===== config.mk =====
export PLATFORM = sky130hd
export DESIGN_NAME = ppwc_front
export DESIGN_NICKNAME = d
export VERILOG_FILES = /design/src/design/polygon_perimeter_weighted_center_top_assert.svh /design/src/design/ppwc_pkg.sv /design/src/design/ppwc_front.sv
export SDC_FILE = /design/constraint.sdc
export NUM_CORES = 1
export LEC_CHECK = 0
export BUFFER_PORTS_ARGS = -buffer_cell sky130_fd_sc_hd__buf_2
export CAP_MARGIN = 0
export CORE_MARGIN = 2
export CORE_UTILIZATION = 46
export CTS_CLUSTER_DIAMETER = 50
export DETAILED_ROUTE_END_ITERATION = 10
export PLACE_DENSITY_LB_ADDON = 0.25
export RECOVER_POWER = 100
export SKIP_LAST_GASP = 1
export SLEW_MARGIN = 40
export SYNTH_ARGS = -nofsm -noshare
export SYNTH_HDL_FRONTEND = slang
export SYNTH_SLANG_ARGS = --single-unit

===== constraint.sdc =====
create_clock -name clock -period 5.4 [get_ports clock]
set_clock_uncertainty 0.15 [all_clocks]
set_input_delay 0 -clock clock [delete_from_list [all_inputs] [get_ports clock]]
set_output_delay 0 -clock clock [all_outputs]
set_load 0.05 [all_outputs]

===== src/design/polygon_perimeter_weighted_center_top_assert.svh =====
// Assertion macros for the polygon perimeter weighted center block.
`ifndef POLYGON_PERIMETER_WEIGHTED_CENTER_TOP_ASSERT_SVH
`define POLYGON_PERIMETER_WEIGHTED_CENTER_TOP_ASSERT_SVH
`ifndef SYNTHESIS
// Same-cycle implication.
`define PPWC_ASSERT_IMP(label, clk, rst, pre, post) \
   label: assert property (@(posedge clk) disable iff (rst) (pre) |-> (post)) \
      else $error("ppwc assertion failed");
// Next-cycle implication.
`define PPWC_ASSERT_NXT(label, clk, rst, pre, post) \
   label: assert property (@(posedge clk) disable iff (rst) (pre) |=> (post)) \
      else $error("ppwc assertion failed");
`else
`define PPWC_ASSERT_IMP(label, clk, rst, pre, post)
`define PPWC_ASSERT_NXT(label, clk, rst, pre, post)
`endif
`endif


===== src/design/ppwc_pkg.sv =====
// Shared types and constants for the polygon perimeter weighted center block.
`default_nettype none
package ppwc_pkg;
   localparam int COORD_W = 32;
   localparam int TAG_W   = 16;
   localparam int RAD_W   = 66;
   localparam int ROOT_W  = 34;
   localparam int PERIM_W = 48;
   localparam int WSUM_W  = 64;

   // One queued corner, with the front's classification of face start.
   typedef struct packed {
      logic [COORD_W-1:0] x;
      logic [COORD_W-1:0] y;
      logic [COORD_W-1:0] z;
      logic               last;
      logic [TAG_W-1:0]   tag;
      logic               first;
   } item_type;

   // Queue status seen by the back end and the top level.
   typedef struct packed {
      logic valid;
      logic full;
   } qstat_type;
endpackage
`default_nettype wire


===== src/design/ppwc_front.sv =====
// Front end: accepts corners, marks face starts and queues them.
`default_nettype none
module ppwc_front (
   input  wire logic                        clock,
   input  wire logic                        reset,
   input  wire logic                        req_valid,
   output logic                             req_stall,
   input  wire logic [ppwc_pkg::COORD_W-1:0] req_point_x,
   input  wire logic [ppwc_pkg::COORD_W-1:0] req_point_y,
   input  wire logic [ppwc_pkg::COORD_W-1:0] req_point_z,
   input  wire logic                        req_last_point,
   input  wire logic [ppwc_pkg::TAG_W-1:0]   req_face_tag,
   output ppwc_pkg::qstat_type              q_stat,
   output ppwc_pkg::item_type               q_item,
   input  wire logic                        q_pop
);
   import ppwc_pkg::*;

   item_type   slot_ff [2];
   logic       wr_ptr_ff;
   logic       rd_ptr_ff;
   logic [1:0] count_ff;
   logic       face_start_ff;
   logic       push;
   logic       pop;

   assign req_stall    = (count_ff == 2'd2);
   assign push         = req_valid && !req_stall;
   assign pop          = q_pop && (count_ff != 2'd0);
   assign q_stat.valid = (count_ff != 2'd0);
   assign q_stat.full  = req_stall;
   assign q_item       = slot_ff[rd_ptr_ff];

   // Queue pointers, occupancy and the face start marker.
   always_ff @(posedge clock) begin
      if (reset) begin
         wr_ptr_ff     <= 1'b0;
         rd_ptr_ff     <= 1'b0;
         count_ff      <= 2'd0;
         face_start_ff <= 1'b1;
      end else begin
         if (push) begin
            wr_ptr_ff     <= ~wr_ptr_ff;
            face_start_ff <= req_last_point;
         end
         if (pop) begin
            rd_ptr_ff <= ~rd_ptr_ff;
         end
         if (push && !pop) begin
            count_ff <= count_ff + 2'd1;
         end else if (pop && !push) begin
            count_ff <= count_ff - 2'd1;
         end
      end
   end

   // Queue storage.
   always_ff @(posedge clock) begin
      if (push) begin
         slot_ff[wr_ptr_ff] <= '{x: req_point_x, y: req_point_y, z: req_point_z,
                                 last: req_last_point, tag: req_face_tag,
                                 first: face_start_ff};
      end
   end
endmodule
`default_nettype wire


==> Yosys cells after proc, flatten, opt, wreduce, memory -nomap -nowiden <==
Memory sizes are Yosys's and may differ from the RTL's. A register that Yosys moved wholly into a read port is not among the register bits.
Index checks and enable logic that the tools add are counted.
W data, S select, Z words.
{ "classes": {"n_bitwise": 2, "n_addsub": 2, "reduce_logical": 9, "muxes": 6, "n_eq_ne": 1} }
{ "op_table": {"columns": ["op", "n"], "rows": [
  ["$logic_and A1 B1 Y1", 4],
  ["$mux W1", 4],
  ["$mux W2", 2],
  ["$reduce_bool A2 Y1", 2],
  ["$logic_not A1 Y1", 3],
  ["$add A2 B1 Y2 const B", 1],
  ["$eq A2 B2 Y1 const B", 1],
  ["$not A1 Y1", 2],
  ["$sub A2 B1 Y2 const B", 1]
]} }
{ "word_totals": {"ff_bits": 5, "out_inout_bits": 117, "word_cells": 25, "input_bits": 117, "mem_count": 1, "mem_bits_rw": 228} }
{ "memory_table": {"columns": ["name", "depth", "width", "read_ports", "rd_clocked_by_memory_dff", "write_ports", "line", "text"], "rows": [
  ["slot_ff", 2, 114, 1, 1, 1, "ppwc_front.sv:19", "item_type slot_ff [2];"]
]} }

==> Longest topological paths before layout <==
{ "logic_depth": {"ltp_word": 7, "ltp_mapped": 7, "depth_no_buf": 7} }

==> Worst setup path after synthesis <==
No wires, ideal clock.
{ "synth_timing": {"kind": "register to register", "start": "register count_ff[0]", "end": "memory slot_ff[0][0] in the netlist's numbering (enable)", "setup_slack_ns": 1.562, "path_buffers": 0, "setup_time_ns": 0.467, "period_less_slack_ns": 3.838, "stages_incl_launch_ff": 5, "required_ns": 4.783, "arrival_ns": 3.221, "cell_sequence": "dfxtp_1 -> nand2b_4 -> inv_2 -> or3_1 -> inv_1"} }
{ "synth_via": {"elab_chain_cells": 5} }
{ "synth_rtl": {"columns": ["element", "line", "text"], "rows": [
  ["start, declared", "ppwc_front.sv:22", "logic [1:0] count_ff;"],
  ["start signal, assigned", "ppwc_front.sv:50", "count_ff <= count_ff + 2'd1;"],
  ["start signal, assigned", "ppwc_front.sv:52", "count_ff <= count_ff - 2'd1;"],
  ["$eq A2 B2 Y1", "ppwc_front.sv:27", "assign req_stall = (count_ff == 2'd2);"],
  ["via req_stall", "ppwc_front.sv:7", "output logic req_stall,"],
  ["$logic_not A1 Y1", "ppwc_front.sv:28", "assign push = req_valid && !req_stall;"],
  ["$logic_and A1 B1 Y1", "ppwc_front.sv:28", null],
  ["$mux W1", "ppwc_front.sv:59", "if (push) begin"],
  ["$mux W1 (not written as such)", "ppwc_front.sv:60", "slot_ff[wr_ptr_ff] <= '{x: req_point_x, y: req_point_y, z: req_point_z,"],
  ["end, declared", "ppwc_front.sv:19", null]
]} }
The timed path passes the listed nets, and every way through them passes these cells.

==> results.cfg <==
[status]
outcome = finished, violations left
failed_checks = max-capacitance violations, max-slew violations

[critical_path]
cp_data_required_time_ps = 5250
crit_fanout = 40
reg2reg_from = count_ff[0]
criticalPathCategory = reg -> out
cp.arrival_ps = 3600
cp-start-kind = flop
r2r_cells = 4
critPathCapture = q_item[80]
ff2ff_setup_slack_ps = 1670
worstSetupEndpointType = output port
r2r-end = slot_ff[1][26]
crit_chain = clkbuf_1, mux2_2, buf_2
critPathMaxStageDelay_ps = 1680
slowest_stage = clkbuf_1

[drt]
ant_nets = 0
wl_per_cell_um = 17.2
totalWireLength_um = 17200
dr.pass1.iters = 4
drt_iter0_drc = 248
via_per_inst = 4.88
vias = 4875
drc = 0

[yosys]
synthTopCellsByCount = 228 x edfxtp_1, 114 x mux2_2, 7 x buf_4, 6 x buf_2, 6 x dfxtp_1
yosys.cell_types.count = 19
synthArstFlopShare = 0
yosys.area.top_type = edfxtp_1
syn_nets = 504
synth_seq_cells = 234
syn_inst = 386
synthesis.area_mm2 = 0.00849
synth_edf_count = 228
synth_flop_cell = edfxtp_1
ys_seq_area_frac = 0.820
synth_top_area_share = 0.806
synthTopCellsByArea = edfxtp_1 81%, mux2_2 15%, dfxtp_1 1.4%
synth_warnings = 0
syn-mean-instance-area_um2 = 22.0
yosysMostFrequentCell = edfxtp_1

[placed_design]
gp_congestion = 0.742
place_ws_ps = 2680
hpwl_um = 10600
portBuffers = 233

[sta]
rsz0062_at_grt = false
layout_setup_ws_ps = 1650
clock.fmax_ghz = 0.267
max_slew_margin = -0.526
slew_violations = 143
setup_viol = 0
hold_viol_final = 0
finalCriticalPeriod_ps = 3750
finalCritPeriodShare = 0.694
finalSetupTns_ps = 0
worstMarginPinSlew_ps = 2290

[clock_tree]
clock-sinks = 234
cts_buffers = 24
post-cts-setup-buffer-count = 0
hold_buffers = 117
cts_tree = built
clkLatencyLatePin_ps = 490
cts_root_buf = clkbuf_16
h-tree-depth = 1
clock_path_buffers = 3
post_cts_resize_count = 0
cts.clk_slew.worst_paths_ps = 60

[floorplanning]
start_util = 0.471
core_mm2 = 0.0180
die_y_um = 140
std_cell_rows = 49
ios = 234
dieArea_mm2 = 0.0196
die_w_um = 140

[hold_path]
worstHoldPathType = in -> reg
holdCritStartpoint = req_point_y[16]

[power]
power_leakage_uw = 0.00411
pwr-share-comb = 0.350
switching_share = 0.372
p_sw_uw = 2180
ir_drop_mv = 0.384
power_density_mw_per_mm2 = 504
power.internal_uw = 3680
clock_power_share = 0.250
seqPwrFrac = 0.400

[global_route]
grt_pass1_wl_um = 26600
grt_max_degree = 83
antenna_found_initial = 1
track_usage = 0.170
gr-total-overflow = 0
grt_pass1_vias = 5336

[final_layout]
fillCellCount = 1314
drive_gt1_frac = 0.333
num-nets-final = 872
syn_to_final_growth_pct = 36.8

[job]
maxCapViolations = 4
worst max-delay path: cells and delay by family (launching register included):
kind                   cells  cell delay (ps)
buffers and inverters      2             1950
flip-flops                 1              680
multiplexers               1              440
cell families after synthesis:
family | share of synthesized area
flip-flops | 0.820
multiplexers | 0.151
buffers and inverters | 0.0128
AND/OR/NAND/NOR | 0.00736
AO/OA/AOI/OAI | 0.00398
XOR/XNOR | 0.00309
adder cells (fa/ha/maj) | 0.00147
routing by layer:
metal	GRT usage	part of all wire
met1	0.212	0.41
met2	0.290	0.49
met3	0.0451	0.077
met4	0.0616	0.024
met5	0	0
power by group through the flow:
stage | Clock, uW | Sequential (uW) | Combinational, uW
6_report | 1470 | 2340 | 2050
5_1_grt | 1570 | 2360 | 2150
4_1_cts | 1500 | 2340 | 2110
3_5_place_dp | 0 | 2380 | 2030
3_3_place_gp | 0 | 2440 | 1920
2_1_floorplan | 0 | 2360 | 1610
registers in the layout, indices dropped and copies added, names as in the netlist, named ones only:
signal,flops
wr_ptr_ff,1
rd_ptr_ff,1
slot_ff,228
count_ff,2
face_start_ff,1
worst min-delay path by stage:
stage | slack [ps] | endpoint | cells past startpoint
4_1_cts | 40 | slot_ff[1][25] | 2
2_1_floorplan | -80 | count_ff[1] | 1
3_5_place_dp | 40 | slot_ff[0][25] | 1
6_report | 80 | slot_ff[0][66] | 2
5_1_grt | 60 | slot_ff[0][53] | 2
3_3_place_gp | 40 | slot_ff[0][18] | 1
per-stage QoR:
| step | util | area [um2] | total power [uW] | hold WS, ps | instances |
|---|---|---|---|---|---|
| final | 0.645 | 11600 | 5860 | 80.0 | 999 |
| after global routing | 0.645 | 11600 | 6080 | 62.0 | 999 |
| after CTS | 0.656 | 11800 | 5950 | 38.6 | 998 |
| after detailed placement | 0.552 | 9950 | 4410 | 41.4 | 840 |
| after global placement | 0.548 | 9890 | 4350 | 37.7 | 837 |
| after floorplan | - | 8490 | 3970 | -80.9 | 386 |
placed cells by master, fill, tap and decap left out, types with 2 or more instances in the layout:
master,instances
xor2_1,3
dfxtp_1,6
buf_2,104
or3_1,2
clkbuf_16,25
clkinv_2,6
nor2_1,3
dlygate4sd3_1,117
inv_1,3
edfxtp_1,228
clkbuf_1,131
clkinvlp_4,2
o21ai_0,3
mux2_2,110
buf_12,2
clkinv_1,4
mux2_1,4
buf_1,2
a21oi_1,2
clkbuf_2,4
final cells by class:
cell class / count / area, um2 / share of cell area
Sequential cell: 234 / 6970 / 0.599
Clock buffer: 29 / 641 / 0.0551
Timing Repair Buffer: 356 / 2240 / 0.192
Antenna cell: 1 / 2.50 / 0.000215
Tap cell: 229 / 287 / 0.0247
Multi-Input combinational cell: 134 / 1410 / 0.121
Inverter: 4 / 20.0 / 0.00172
Clock inverter: 12 / 60.1 / 0.00517
Power figures use the tool's default switching activity.
